--- config.mk ---
export PLATFORM = sky130hd
export DESIGN_NAME = timed_task_scheduler
export DESIGN_NICKNAME = d
export VERILOG_FILES = /design/src/tts_pkg.sv /design/src/tts_slot_mem.sv /design/src/timed_task_scheduler.sv
export VERILOG_INCLUDE_DIRS = /design/src /design/src/src
export SDC_FILE = /design/constraint.sdc
export NUM_CORES = 2
export LEC_CHECK = 0
export BUFFER_PORTS_ARGS = -buffer_cell sky130_fd_sc_hd__buf_4
export CORE_ASPECT_RATIO = 1.4
export CORE_MARGIN = 3
export CORE_UTILIZATION = 35
export DETAILED_ROUTE_END_ITERATION = 10
export SLEW_MARGIN = 0
export SYNTH_ARGS = -nofsm -noshare
export SYNTH_HDL_FRONTEND = slang
export SYNTH_SLANG_ARGS = --single-unit
--- constraint.sdc ---
create_clock -name clk -period 22.7 [get_ports clk]
set_input_delay 5.675 -clock clk [delete_from_list [all_inputs] [get_ports clk]]
set_output_delay 5.675 -clock clk [all_outputs]
set_load 0.02 [all_outputs]
--- src/timed_task_scheduler_macros.svh ---
// ----------------------------------------------------------------------------
// timed_task_scheduler_macros
// Assertion macros shared by the scheduler RTL, clocked on clk, off in reset
// ----------------------------------------------------------------------------
`ifndef TIMED_TASK_SCHEDULER_MACROS_SVH
`define TIMED_TASK_SCHEDULER_MACROS_SVH

// same-cycle implication
`define TTS_ASSERT_SAME(lbl, ante, cons) \
    lbl: assert property (@(posedge clk) disable iff (!rst_n) (ante) |-> (cons)) \
        else $error("scheduler check failed");

// next-cycle implication
`define TTS_ASSERT_NEXT(lbl, ante, cons) \
    lbl: assert property (@(posedge clk) disable iff (!rst_n) (ante) |=> (cons)) \
        else $error("scheduler check failed");

`endif

--- src/tts_pkg.sv ---
// ----------------------------------------------------------------------------
// tts_pkg
// Codes, fixed field widths and controller states of the timed task scheduler
// ----------------------------------------------------------------------------
`timescale 1ns / 1ps

package tts_pkg;

    localparam int ID_W       = 32;
    localparam int INTERVAL_W = 32;
    localparam int ORDER_W    = 32;
    localparam int COUNT_W    = 5;
    localparam int KIND_W     = 3;
    localparam int REQ_W      = 2;

    typedef enum logic [REQ_W-1:0] {
        REQ_ADD,
        REQ_REMOVE_ID,
        REQ_REMOVE_HANDLE,
        REQ_EXECUTE
    } req_t;

    typedef enum logic [KIND_W-1:0] {
        KIND_ADDED,
        KIND_FULL,
        KIND_REMOVED,
        KIND_FIRED,
        KIND_EXEC_DONE
    } kind_t;

    typedef enum logic [3:0] {
        ST_IDLE,
        ST_ADD,
        ST_SCAN_INIT,
        ST_SCAN,
        ST_SCAN_LAST,
        ST_SCAN_DONE,
        ST_REINS_RD,
        ST_REINS_WR,
        ST_EMIT_RD,
        ST_EMIT_LD,
        ST_EMIT_DONE
    } state_t;

endpackage

--- src/tts_slot_mem.sv ---
// ----------------------------------------------------------------------------
// tts_slot_mem
// Slot table storage: one write port, one read port, registered read data
// ----------------------------------------------------------------------------
`timescale 1ns / 1ps

module tts_slot_mem #(
    parameter int DEPTH = 16,
    parameter int WIDTH = 8
) (
    input  logic                     clk,
    input  logic                     we,
    input  logic [$clog2(DEPTH)-1:0] waddr,
    input  logic [WIDTH-1:0]         wdata,
    input  logic [$clog2(DEPTH)-1:0] raddr,
    output logic [WIDTH-1:0]         rdata
);

    logic [WIDTH-1:0] mem [DEPTH];

    // write port
    always_ff @(posedge clk)
    begin
        if (we)
        begin
            mem[waddr] <= wdata;
        end
    end

    // read port, registered read data
    always_ff @(posedge clk)
    begin
        rdata <= mem[raddr];
    end

endmodule

--- src/timed_task_scheduler.sv ---
// ----------------------------------------------------------------------------
// timed_task_scheduler
// Timer table with add, remove by id or handle, and execute of due entries
// ----------------------------------------------------------------------------
// The slot table lives in a single-port-read memory; every search walks it
// one slot per cycle. An execute needs its own scan for the earliest entry
// for each firing, and each fired entry is read back once to reschedule
// and once to report. One request is worked at a time; the next is taken
// as soon as the final result sits in the output register.
`timescale 1ns / 1ps

module timed_task_scheduler
    import tts_pkg::*;
#(
    parameter int TABLE_DEPTH = 16,
    parameter int TIME_BITS   = 48,
    parameter int HANDLE_BITS = 16
) (
    input  logic clk,
    input  logic rst_n,
    input  logic s_tvalid,
    output logic s_tready,
    // time_value, repeat_interval, runnable, task_handle, entry_id
    input  logic [((TIME_BITS + INTERVAL_W + 1 + HANDLE_BITS + ID_W + 7) / 8) * 8 - 1:0] s_tdata,
    // req_type
    input  logic [REQ_W-1:0] s_tuser,
    output logic m_tvalid,
    input  logic m_tready,
    // out_id, out_handle, out_runnable, count, next_time
    output logic [((ID_W + HANDLE_BITS + 1 + COUNT_W + TIME_BITS + 7) / 8) * 8 - 1:0] m_tdata,
    // kind
    output logic [KIND_W-1:0] m_tuser,
    output logic m_tlast
);

    localparam int IDX_W   = $clog2(TABLE_DEPTH);
    localparam int CNT_W   = $clog2(TABLE_DEPTH + 1);
    localparam int OUT_W   = ((ID_W + HANDLE_BITS + 1 + COUNT_W + TIME_BITS + 7) / 8) * 8;
    localparam int ENTRY_W = TIME_BITS + INTERVAL_W + HANDLE_BITS + ID_W + 1 + ORDER_W;

    // input word offsets
    localparam int I_IVL = TIME_BITS;
    localparam int I_RUN = I_IVL + INTERVAL_W;
    localparam int I_HDL = I_RUN + 1;
    localparam int I_ID  = I_HDL + HANDLE_BITS;

    state_t state_reg, state_next;

    // request
    req_t                   req_reg;
    logic [TIME_BITS-1:0]   tval_reg;
    logic [INTERVAL_W-1:0]  ival_reg;
    logic                   run_reg;
    logic [HANDLE_BITS-1:0] hdl_reg;
    logic [ID_W-1:0]        eid_reg;

    // table control
    logic [TABLE_DEPTH-1:0] valid_reg;
    logic [ID_W-1:0]        id_cnt_reg;
    logic [ORDER_W-1:0]     order_cnt_reg;

    // scan
    logic [IDX_W-1:0]       scan_cnt_reg;
    logic                   cmp_v_reg;
    logic [IDX_W-1:0]       cmp_idx_reg;
    logic                   final_reg;
    logic                   found_reg;
    logic [TIME_BITS-1:0]   best_due_reg;
    logic [ORDER_W-1:0]     best_order_reg;
    logic [IDX_W-1:0]       best_idx_reg;
    logic [CNT_W-1:0]       removed_reg;

    // firing list
    logic [IDX_W-1:0]       fired_reg [TABLE_DEPTH];
    logic [CNT_W-1:0]       nf_reg;
    logic [CNT_W-1:0]       k_reg;

    // result
    kind_t                  res_kind_reg;
    logic [ID_W-1:0]        res_id_reg;
    logic [CNT_W-1:0]       res_count_reg;
    logic [TIME_BITS-1:0]   next_time_reg;

    // output register
    logic                   out_valid_reg;
    kind_t                  out_kind_reg;
    logic [ID_W-1:0]        out_id_reg;
    logic [HANDLE_BITS-1:0] out_hdl_reg;
    logic                   out_run_reg;
    logic [COUNT_W-1:0]     out_count_reg;
    logic [TIME_BITS-1:0]   out_time_reg;
    logic                   out_last_reg;

    // memory ports
    logic                   mem_we;
    logic [IDX_W-1:0]       mem_waddr;
    logic [ENTRY_W-1:0]     mem_wdata;
    logic [IDX_W-1:0]       mem_raddr;
    logic [ENTRY_W-1:0]     mem_rdata;

    // read entry fields
    logic [TIME_BITS-1:0]   rd_due;
    logic [INTERVAL_W-1:0]  rd_ival;
    logic [HANDLE_BITS-1:0] rd_hdl;
    logic [ID_W-1:0]        rd_id;
    logic                   rd_run;
    logic [ORDER_W-1:0]     rd_order;

    logic                   out_free;
    logic                   load_fired;
    logic                   load_done;
    logic                   final_start;
    logic                   due_hit;
    logic                   has_free;
    logic [IDX_W-1:0]       free_idx;
    logic                   cmp_match;
    logic                   cmp_better;
    logic                   hdl_match;
    logic [TIME_BITS:0]     resched_sum;
    logic [TIME_BITS-1:0]   resched_due;
    logic [IDX_W-1:0]       fired_k;

    tts_slot_mem #(
        .DEPTH (TABLE_DEPTH),
        .WIDTH (ENTRY_W)
    ) u_slot_mem (
        .clk   (clk),
        .we    (mem_we),
        .waddr (mem_waddr),
        .wdata (mem_wdata),
        .raddr (mem_raddr),
        .rdata (mem_rdata)
    );

    assign {rd_due, rd_ival, rd_hdl, rd_id, rd_run, rd_order} = mem_rdata;

    // first free slot, lowest index wins
    always_comb
    begin
        has_free = 1'b0;
        free_idx = '0;
        for (int i = TABLE_DEPTH - 1; i >= 0; i--)
        begin
            if (!valid_reg[i])
            begin
                has_free = 1'b1;
                free_idx = IDX_W'(i);
            end
        end
    end

    // scan compare on the word read last cycle
    assign cmp_match = valid_reg[cmp_idx_reg] &&
                       (final_reg || req_reg == REQ_EXECUTE ||
                        (req_reg == REQ_REMOVE_ID && rd_id == eid_reg));
    assign cmp_better = !found_reg || rd_due < best_due_reg ||
                        (rd_due == best_due_reg && rd_order < best_order_reg);
    assign hdl_match = cmp_v_reg && !final_reg && req_reg == REQ_REMOVE_HANDLE &&
                       valid_reg[cmp_idx_reg] && hdl_reg != '0 && rd_hdl == hdl_reg;

    assign due_hit = found_reg && best_due_reg <= tval_reg;
    assign fired_k = fired_reg[k_reg[IDX_W-1:0]];

    // saturating reschedule time
    assign resched_sum = {1'b0, tval_reg} + (TIME_BITS + 1)'(rd_ival);
    assign resched_due = resched_sum[TIME_BITS] ? '1 : resched_sum[TIME_BITS-1:0];

    assign out_free = !out_valid_reg || m_tready;

    // next state
    always_comb
    begin
        state_next = state_reg;
        unique case (state_reg)
            ST_IDLE:
            begin
                if (s_tvalid)
                begin
                    state_next = (req_t'(s_tuser) == REQ_ADD) ? ST_ADD : ST_SCAN_INIT;
                end
            end
            ST_ADD:       state_next = ST_SCAN_INIT;
            ST_SCAN_INIT: state_next = ST_SCAN;
            ST_SCAN:
            begin
                if (scan_cnt_reg == IDX_W'(TABLE_DEPTH - 1))
                begin
                    state_next = ST_SCAN_LAST;
                end
            end
            ST_SCAN_LAST: state_next = ST_SCAN_DONE;
            ST_SCAN_DONE:
            begin
                if (final_reg)
                begin
                    state_next = (req_reg == REQ_EXECUTE && nf_reg != '0) ?
                                 ST_EMIT_RD : ST_EMIT_DONE;
                end
                else if (req_reg == REQ_EXECUTE && !due_hit && nf_reg != '0)
                begin
                    state_next = ST_REINS_RD;
                end
                else
                begin
                    state_next = ST_SCAN_INIT;
                end
            end
            ST_REINS_RD:  state_next = ST_REINS_WR;
            ST_REINS_WR:
            begin
                state_next = (k_reg + CNT_W'(1) == nf_reg) ? ST_SCAN_INIT : ST_REINS_RD;
            end
            ST_EMIT_RD:   state_next = ST_EMIT_LD;
            ST_EMIT_LD:
            begin
                if (out_free)
                begin
                    state_next = (k_reg + CNT_W'(1) == nf_reg) ? ST_EMIT_DONE : ST_EMIT_RD;
                end
            end
            ST_EMIT_DONE:
            begin
                if (out_free)
                begin
                    state_next = ST_IDLE;
                end
            end
            default:      state_next = ST_IDLE;
        endcase
    end

    // controller outputs
    always_comb
    begin
        s_tready    = 1'b0;
        mem_we      = 1'b0;
        mem_waddr   = free_idx;
        mem_wdata   = {tval_reg, ival_reg, hdl_reg, id_cnt_reg + ID_W'(1), run_reg,
                       order_cnt_reg};
        mem_raddr   = scan_cnt_reg;
        load_fired  = 1'b0;
        load_done   = 1'b0;
        final_start = 1'b0;
        unique case (state_reg)
            ST_IDLE:
            begin
                s_tready = 1'b1;
            end
            ST_ADD:
            begin
                mem_we      = has_free;
                final_start = 1'b1;
            end
            ST_SCAN_DONE:
            begin
                final_start = !final_reg &&
                              !(req_reg == REQ_EXECUTE && (due_hit || nf_reg != '0));
            end
            ST_REINS_RD:
            begin
                mem_raddr = fired_k;
            end
            ST_REINS_WR:
            begin
                mem_raddr   = fired_k;
                mem_we      = rd_ival != '0;
                mem_waddr   = fired_k;
                mem_wdata   = {resched_due, rd_ival, rd_hdl, rd_id, rd_run, order_cnt_reg};
                final_start = k_reg + CNT_W'(1) == nf_reg;
            end
            ST_EMIT_RD, ST_EMIT_LD:
            begin
                mem_raddr  = fired_k;
                load_fired = state_reg == ST_EMIT_LD && out_free;
            end
            ST_EMIT_DONE:
            begin
                load_done = out_free;
            end
            default:
            begin
                mem_raddr = scan_cnt_reg;
            end
        endcase
    end

    // state register
    always_ff @(posedge clk or negedge rst_n)
    begin
        if (!rst_n)
        begin
            state_reg <= ST_IDLE;
        end
        else
        begin
            state_reg <= state_next;
        end
    end

    // request capture
    always_ff @(posedge clk or negedge rst_n)
    begin
        if (!rst_n)
        begin
            req_reg <= REQ_ADD;
        end
        else if (s_tvalid && s_tready)
        begin
            req_reg <= req_t'(s_tuser);
        end
    end

    always_ff @(posedge clk)
    begin
        if (s_tvalid && s_tready)
        begin
            tval_reg <= s_tdata[I_IVL-1:0];
            ival_reg <= s_tdata[I_RUN-1:I_IVL];
            run_reg  <= s_tdata[I_RUN];
            hdl_reg  <= s_tdata[I_ID-1:I_HDL];
            eid_reg  <= s_tdata[I_ID+ID_W-1:I_ID];
        end
    end

    // table control and sequencing state
    always_ff @(posedge clk or negedge rst_n)
    begin
        if (!rst_n)
        begin
            valid_reg     <= '0;
            id_cnt_reg    <= '0;
            order_cnt_reg <= '0;
            scan_cnt_reg  <= '0;
            cmp_v_reg     <= 1'b0;
            final_reg     <= 1'b0;
            found_reg     <= 1'b0;
            removed_reg   <= '0;
            nf_reg        <= '0;
            k_reg         <= '0;
        end
        else
        begin
            cmp_v_reg <= state_reg == ST_SCAN;

            // request start
            if (s_tvalid && s_tready)
            begin
                nf_reg    <= '0;
                final_reg <= 1'b0;
            end

            if (final_start)
            begin
                final_reg <= 1'b1;
            end

            // add
            if (state_reg == ST_ADD && has_free)
            begin
                valid_reg[free_idx] <= 1'b1;
                id_cnt_reg          <= id_cnt_reg + ID_W'(1);
                order_cnt_reg       <= order_cnt_reg + ORDER_W'(1);
            end

            // scan walk
            if (state_reg == ST_SCAN_INIT)
            begin
                scan_cnt_reg <= '0;
                found_reg    <= 1'b0;
                removed_reg  <= '0;
            end
            else if (state_reg == ST_SCAN)
            begin
                scan_cnt_reg <= scan_cnt_reg + IDX_W'(1);
            end

            if (cmp_v_reg && cmp_match && cmp_better)
            begin
                found_reg <= 1'b1;
            end

            // remove by handle clears as the walk passes
            if (hdl_match)
            begin
                valid_reg[cmp_idx_reg] <= 1'b0;
                removed_reg            <= removed_reg + CNT_W'(1);
            end

            // scan outcome
            if (state_reg == ST_SCAN_DONE)
            begin
                k_reg <= '0;
                if (!final_reg && found_reg &&
                    (req_reg == REQ_REMOVE_ID || (req_reg == REQ_EXECUTE && due_hit)))
                begin
                    valid_reg[best_idx_reg] <= 1'b0;
                end
                if (!final_reg && req_reg == REQ_EXECUTE && due_hit)
                begin
                    nf_reg <= nf_reg + CNT_W'(1);
                end
            end

            // reinsertion of recurring entries
            if (state_reg == ST_REINS_WR)
            begin
                k_reg <= k_reg + CNT_W'(1);
                if (rd_ival != '0)
                begin
                    valid_reg[fired_k] <= 1'b1;
                    order_cnt_reg      <= order_cnt_reg + ORDER_W'(1);
                end
            end

            if (load_fired)
            begin
                k_reg <= k_reg + CNT_W'(1);
            end
        end
    end

    // scan datapath and result words
    always_ff @(posedge clk)
    begin
        cmp_idx_reg <= scan_cnt_reg;

        if (cmp_v_reg && cmp_match && cmp_better)
        begin
            best_due_reg   <= rd_due;
            best_order_reg <= rd_order;
            best_idx_reg   <= cmp_idx_reg;
        end

        if (state_reg == ST_SCAN_DONE && !final_reg && req_reg == REQ_EXECUTE && due_hit)
        begin
            fired_reg[nf_reg[IDX_W-1:0]] <= best_idx_reg;
        end

        if (state_reg == ST_ADD)
        begin
            res_kind_reg  <= has_free ? KIND_ADDED : KIND_FULL;
            res_id_reg    <= has_free ? id_cnt_reg + ID_W'(1) : '0;
            res_count_reg <= '0;
        end

        if (state_reg == ST_SCAN_DONE)
        begin
            if (final_reg)
            begin
                next_time_reg <= found_reg ? best_due_reg : '1;
                if (req_reg == REQ_EXECUTE)
                begin
                    res_kind_reg  <= KIND_EXEC_DONE;
                    res_id_reg    <= '0;
                    res_count_reg <= nf_reg;
                end
            end
            else if (req_reg == REQ_REMOVE_ID || req_reg == REQ_REMOVE_HANDLE)
            begin
                res_kind_reg  <= KIND_REMOVED;
                res_id_reg    <= '0;
                res_count_reg <= (req_reg == REQ_REMOVE_ID) ? CNT_W'(found_reg) : removed_reg;
            end
        end
    end

    // output register
    always_ff @(posedge clk or negedge rst_n)
    begin
        if (!rst_n)
        begin
            out_valid_reg <= 1'b0;
        end
        else if (load_fired || load_done)
        begin
            out_valid_reg <= 1'b1;
        end
        else if (m_tready)
        begin
            out_valid_reg <= 1'b0;
        end
    end

    always_ff @(posedge clk)
    begin
        if (load_fired)
        begin
            out_kind_reg  <= KIND_FIRED;
            out_id_reg    <= rd_id;
            out_hdl_reg   <= rd_hdl;
            out_run_reg   <= rd_run;
            out_count_reg <= COUNT_W'(k_reg + CNT_W'(1));
            out_time_reg  <= next_time_reg;
            out_last_reg  <= 1'b0;
        end
        else if (load_done)
        begin
            out_kind_reg  <= res_kind_reg;
            out_id_reg    <= res_id_reg;
            out_hdl_reg   <= '0;
            out_run_reg   <= 1'b0;
            out_count_reg <= COUNT_W'(res_count_reg);
            out_time_reg  <= next_time_reg;
            out_last_reg  <= 1'b1;
        end
    end

    assign m_tvalid = out_valid_reg;
    assign m_tuser  = out_kind_reg;
    assign m_tlast  = out_last_reg;
    assign m_tdata  = OUT_W'({out_time_reg, out_count_reg, out_run_reg, out_hdl_reg,
                              out_id_reg});

    // checks
`include "timed_task_scheduler_macros.svh"

    `TTS_ASSERT_NEXT(a_one_request, s_tvalid && s_tready, !s_tready)
    `TTS_ASSERT_SAME(a_last_marks_end, m_tvalid, m_tlast == (m_tuser != KIND_FIRED))
    `TTS_ASSERT_SAME(a_fired_count, m_tvalid && m_tuser == KIND_FIRED, m_tdata[ID_W+HANDLE_BITS+1+:COUNT_W] != '0)
    `TTS_ASSERT_SAME(a_no_idle_write, mem_we, state_reg != ST_IDLE)

endmodule

* Word-level counts from Yosys, hierarchy flattened
Memory sizes are Yosys's and may differ from the RTL's. A register that Yosys moved wholly into a read port is not among the register bits.
Cells that the tools add are included.
** Storage, ports and cells
- Register bits :: 520
- Bits in writable memories :: 2640
- Memories :: 2
** Operators by class
- Add/sub/neg operators :: 7
- Magnitude comparators :: 11
- Equal/unequal tests :: 22
- Muxes and demuxes :: 119
- Bitwise operators :: 6
- Reductions and logical operators :: 61
** Memories
- u_slot_mem.mem :: depth 16, bits a word 161, read ports 1, clocked after Yosys merged registers in 1, write ports 1, RTL line tts_slot_mem.sv:19 : logic [WIDTH-1:0] mem [DEPTH];
- fired_reg :: depth 16, bits a word 4, read ports 1, clocked after Yosys merged registers in 0, write ports 1, RTL line timed_task_scheduler.sv:74 : logic [IDX_W-1:0] fired_reg [TABLE_DEPTH];
** Operators by type and width (count)
- $mux 32 :: 11
- $mux 161 :: 1
- $mux 48 :: 3
- $mux 16 :: 8
- $mux 4 :: 25
- $mux 5 :: 16
- $add 32x1->32 const B :: 2
- $add 48x32->49 :: 1
- $eq 48x48->1 :: 1
- $le 48x48->1 :: 1
- $lt 48x48->1 :: 1
- $pmux 4 s11 :: 1
- $mux 1 :: 37
- $and 16x16->16 :: 2
- $eq 32x32->1 :: 1
- $lt 32x32->1 :: 1
- $not 16->16 :: 2
- $or 16x16->16 :: 2
- $reduce_bool 32->1 :: 1
- $logic_and 1x1->1 :: 31
- $mux 3 :: 7
- $lt 4x5->1 const B :: 4
- $demux 1 s4 :: 4
- $eq 16x16->1 :: 1
- 27 further kinds :: 62

* Logic depth before layout (Yosys ltp)
- Depth after elaboration :: 30
- Depth in mapped cells :: 14
- Gate-level depth less buffers :: 11

* By module
A second synthesis with hierarchy kept.
** Second synthesis, totals
- Cell total of the unflattened synthesis :: 6921
- Area total of the unflattened synthesis :: 129477.9 um^2
** Modules (own cells, without submodules)
- tts_slot_mem :: times used 1, cells each 4208, area an instance 99905.8 um^2, sequential area each 80577.3 um^2
- timed_task_scheduler :: times used 1, cells each 2713, area an instance 29572.1 um^2, sequential area each 16510.8 um^2

* Least setup slack after synthesis
Ideal clock, no wire load.
- Kind :: input to register
- From :: in m_tready
- To :: reg out_count_reg[0], enable pin
- Library setup time :: 0.564 ns
- Arrival :: 9.999 ns
- Setup slack :: 12.137 ns
- Cell stages on the path :: 2
- Cells stage by stage :: nor2b_1 -> nor2_1
** Between the ends
- Word-level cells in the longest chain between the ends :: 4
** RTL lines
- from (decl) :: RTL line timed_task_scheduler.sv:28 : input logic m_tready,
- $logic_or 1x1->1 (*) :: RTL line timed_task_scheduler.sv:168 : assign out_free = !out_valid_reg || m_tready;
- $logic_and 1x1->1 :: RTL line timed_task_scheduler.sv:274 : load_fired = state_reg == ST_EMIT_LD && out_free;
- $mux 1 :: RTL line timed_task_scheduler.sv:244 : unique case (state_reg)
- $reduce_bool 2->1 (no source line) (*)
- to (signal assigned) :: RTL line timed_task_scheduler.sv:492 : out_count_reg <= COUNT_W'(k_reg + CNT_W'(1));
- to (signal assigned) :: RTL line timed_task_scheduler.sv:502 : out_count_reg <= COUNT_W'(res_count_reg);
- to (decl) :: RTL line timed_task_scheduler.sv:90 : logic [COUNT_W-1:0] out_count_reg;
Every way passes the cells marked *; elsewhere a longest branch is shown, timed or not.
A chain may end at the register's enable or synchronous reset.

* Worst setup path after layout
- From :: reg state_reg[1]
- To :: out s_tready
** Between the ends
- Word-level cells in the longest chain between the ends :: 2
** RTL lines
- from (decl) :: RTL line timed_task_scheduler.sv:47 : state_t state_reg, state_next;
- from (signal assigned) :: RTL line timed_task_scheduler.sv:296 : state_reg <= state_next;
- $logic_not 4->1 :: RTL line timed_task_scheduler.sv:244
- $mux 1 :: RTL line timed_task_scheduler.sv:244
- to (decl) :: RTL line timed_task_scheduler.sv:22 : output logic s_tready,
Every way passes these cells.

==> impl_metrics.py <==
metrics = {
    "run_status": {
        "outcome": "finished, final reports clean",
    },
    "timing": {
        "rsz0062_at_grt": "false",
        "finalHoldViolCount": 0,
        "skew_ns": 0.06983,
        "worst_slack_ns": 14.45,
        "max-slew-margin-rel_pct": 5.967,
        "post-route-min-period_ns": 8.249,
        "fmax_mhz": 121.2,
        "tightest_slew_ns": 1.400,
        "setup_viol": 0,
        "fin_hold_ws_ns": 0.4111,
        "fin_crit_sh_pct": 36.34,
        "setup_tns_ns": 0,
        "slew_viol_final": 0,
    },
    "drt": {
        "met3WireLength_um": 20950,
        "drc": 0,
        "dr.pass1.iters": 6,
        "routedWlPerCell_um": 26.43,
        "drt_iter0_markers": 7155,
        "wl_met2_um": 190700,
        "routed_via_density": 5.389,
        "vias": 75820,
        "met1_length_um": 141700,
        "top_layer_used": "met5",
        "postRouteWirelength_um": 371900,
        "postRouteAntennaNets": 0,
    },
    "worst_setup_path": {
        "cp_max_fo": 15,
        "worstPathArrival_ns": 2.57,
        "r2r-start": "k_reg[1]$_DFFE_PN0P_",
        "max_stage_delay_ns": 0.66,
        "r2r_slack_ns": 15.71,
        "worstSetupPathType": "register to output port",
        "path_buf_inv": 1,
        "rr_worst_depth": 11,
        "critPathLaunchType": "register",
        "cp_data_required_time_ns": 17.02,
        "end_kind": "output port",
        "reg2reg_to": "u_slot_mem.rdata[155]$_DFF_P_",
        "cpMaxStageDelayCell": "dfrtp_1",
        "cp_cell_sequence": "or2_2 -> nor3_1 -> buf_4",
        "critPathTopFamily": "simple AND/OR/NAND/NOR gates",
    },
    "placed_design": {
        "pre_cts_ws_ns": 14.26,
        "dpl_cell_area_um2": 138900,
        "gp_congestion": 0.8870,
        "portBuffers": 242,
        "hpwl_um": 218100,
    },
    "global_route": {
        "grt_pass1_wl_um": 533300,
        "grt_pass1_vias": 76180,
        "gr-total-overflow": 0,
        "grt.total_usage_pct": 18.99,
        "grt_max_degree": 144,
        "antenna_found_initial": 8,
    },
    "job": {
        "drv_cap": 0,
    },
    "worst_hold_path": {
        "hold_depth": 0,
        "hold_class": "register to register",
        "min-delay-start": "next_time_reg[40]$_SDFFCE_PN1P_",
        "whs_endpoint": "out_time_reg[40]$_DFFE_PP_",
    },
    "floorplan": {
        "fp-row-count": 265,
        "dieArea_um2": 381700,
        "die_h_um": 729.8,
        "start_util_pct": 35.17,
        "die_x_um": 523,
        "ioPinCount": 252,
        "core_area_um2": 372400,
    },
    "final_layout": {
        "syn_to_final_growth_pct": 13.41,
        "fin_area_um2": 148500,
        "final_common_cell": "edfxtp_1",
        "largest_reg_flops": 2576,
        "mostFrequentLayoutCells": "edfxtp_1, nand2_1, nor2_1, buf_4, nand3_1",
        "drive_above_1_share_pct": 13.72,
        "nets": 9206,
    },
    "clocking": {
        "cts_made_buffers": 299,
        "cts.sinks": 3321,
        "cts-root-buf": "clkbuf_16",
        "cts_hold_buf": 0,
        "clockBufferDepth": 4,
        "cts_setup_buffers": 0,
        "insertion_delay_ns": 0.89,
        "cts_tree": "built",
        "htreeDepth": 5,
        "cts-resized-gates": 0,
        "path_clk_slew_ns": 0.07,
    },
    "synth": {
        "netlist_instances": 8594,
        "postSynthAreaPerCell_um2": 15.24,
        "synthFlopType": "edfxtp_1",
        "synth_cell_types": 80,
        "syn_area_um2": 131000,
        "ys_seq_area_share_pct": 74.13,
        "async_flop_share_pct": 3.282,
        "synth-seq-cells": 3321,
        "yosys_warnings": 0,
        "synth-edff-count": 3003,
    },
    "power": {
        "irDropWorstVdd_mv": 0.1053,
        "leakage_nw": 50.20,
        "p_per_area_nw_per_um2": 134.7,
        "fin_total_pwr_w": 0.02001,
    },
}
metrics by stage:
stage	cells	utilization, %
floorplan	8595	-
CTS	14060	39.88
finish	14070	39.89
detailed placement	13530	37.29
global placement	13530	37.29
global route	14060	39.89
synthesized netlist by cell type (26+ instances only):
cell type / count / share of area, %
nor4_1: 38 / 0.18
xnor2_1: 117 / 0.78
buf_2: 146 / 0.56
o21ai_0: 129 / 0.49
a221oi_1: 29 / 0.19
mux2i_1: 202 / 1.5
and3_1: 59 / 0.28
inv_1: 164 / 0.47
dfrtp_1: 109 / 2.1
nand4_1: 110 / 0.53
nand3_1: 312 / 1.2
dfxtp_1: 209 / 3.2
xor2_1: 62 / 0.41
buf_4: 36 / 0.21
nor3_1: 114 / 0.44
a21o_1: 44 / 0.25
a31oi_1: 26 / 0.12
o22ai_1: 140 / 0.67
mux4_2: 304 / 5.2
edfxtp_1: 3003 / 69
nor2_1: 580 / 1.7
and2_1: 46 / 0.22
nand2_1: 1494 / 4.3
ha_1: 171 / 1.6
clkbuf_1: 222 / 0.64
a21oi_1: 216 / 0.83
o21a_1: 26 / 0.15
a22oi_1: 190 / 1.1
area by class of cell:
class	count	area, µm²
Fill cell	33560	223800
Sequential cell	3321	97090
Multi-Input combinational cell	4679	31620
Clock buffer	397	8288
Tap cell	4939	6180
Timing Repair Buffer	426	3361
Clock inverter	136	1363
Inverter	165	624.3
Antenna cell	6	15.01
how the worst max path moves through the flow:
stage,from,endpoint,depth (start not counted)
2_1_floorplan,m_tready,out_count_reg[0]$_DFFE_PP_,2
3_3_place_gp,s_tvalid,ival_reg[26]$_DFFE_PP_,5
3_5_place_dp,s_tvalid,ival_reg[26]$_DFFE_PP_,5
4_1_cts,state_reg[1]$_DFFE_PN0P_,s_tready,3
5_1_grt,state_reg[1]$_DFFE_PN0P_,s_tready,3
6_report,state_reg[1]$_DFFE_PN0P_,s_tready,3
metal layers:
metal,up-vias,global-route usage [%]
met5,-,0
met4,8,8.443
met3,640,2.241
met2,2746,33.54
met1,39430,23.27
li1,33000,-
report_power, final:
| group | total (W) | leakage (nW) | internal, W | switching (W) |
|---|---|---|---|---|
| Combinational | 0.00659 | 15.3 | 0.00225 | 0.00434 |
| Clock | 0.00508 | 4.74 | 0.00285 | 0.00222 |
| Sequential | 0.00835 | 30.2 | 0.00779 | 0.000556 |
| Total | 0.0200 | 50.2 | 0.0129 | 0.00712 |
cells by family (layout without fill, tap and decap cells):
group                    Yosys count  in the layout  synth area share (%)
flip-flops                      3321           3321                 74.13
XOR/XNOR                         179            179                 1.197
buffers and inverters            595           1124                 1.994
other                              1              8              0.002863
AO/OA/AOI/OAI                    947            947                 4.748
multiplexers                     519            519                 6.902
AND/OR/NAND/NOR                 2860           2860                 9.378
adder cells (fa/ha/maj)          172            172                 1.649
(Power assumes the default switching activity.)
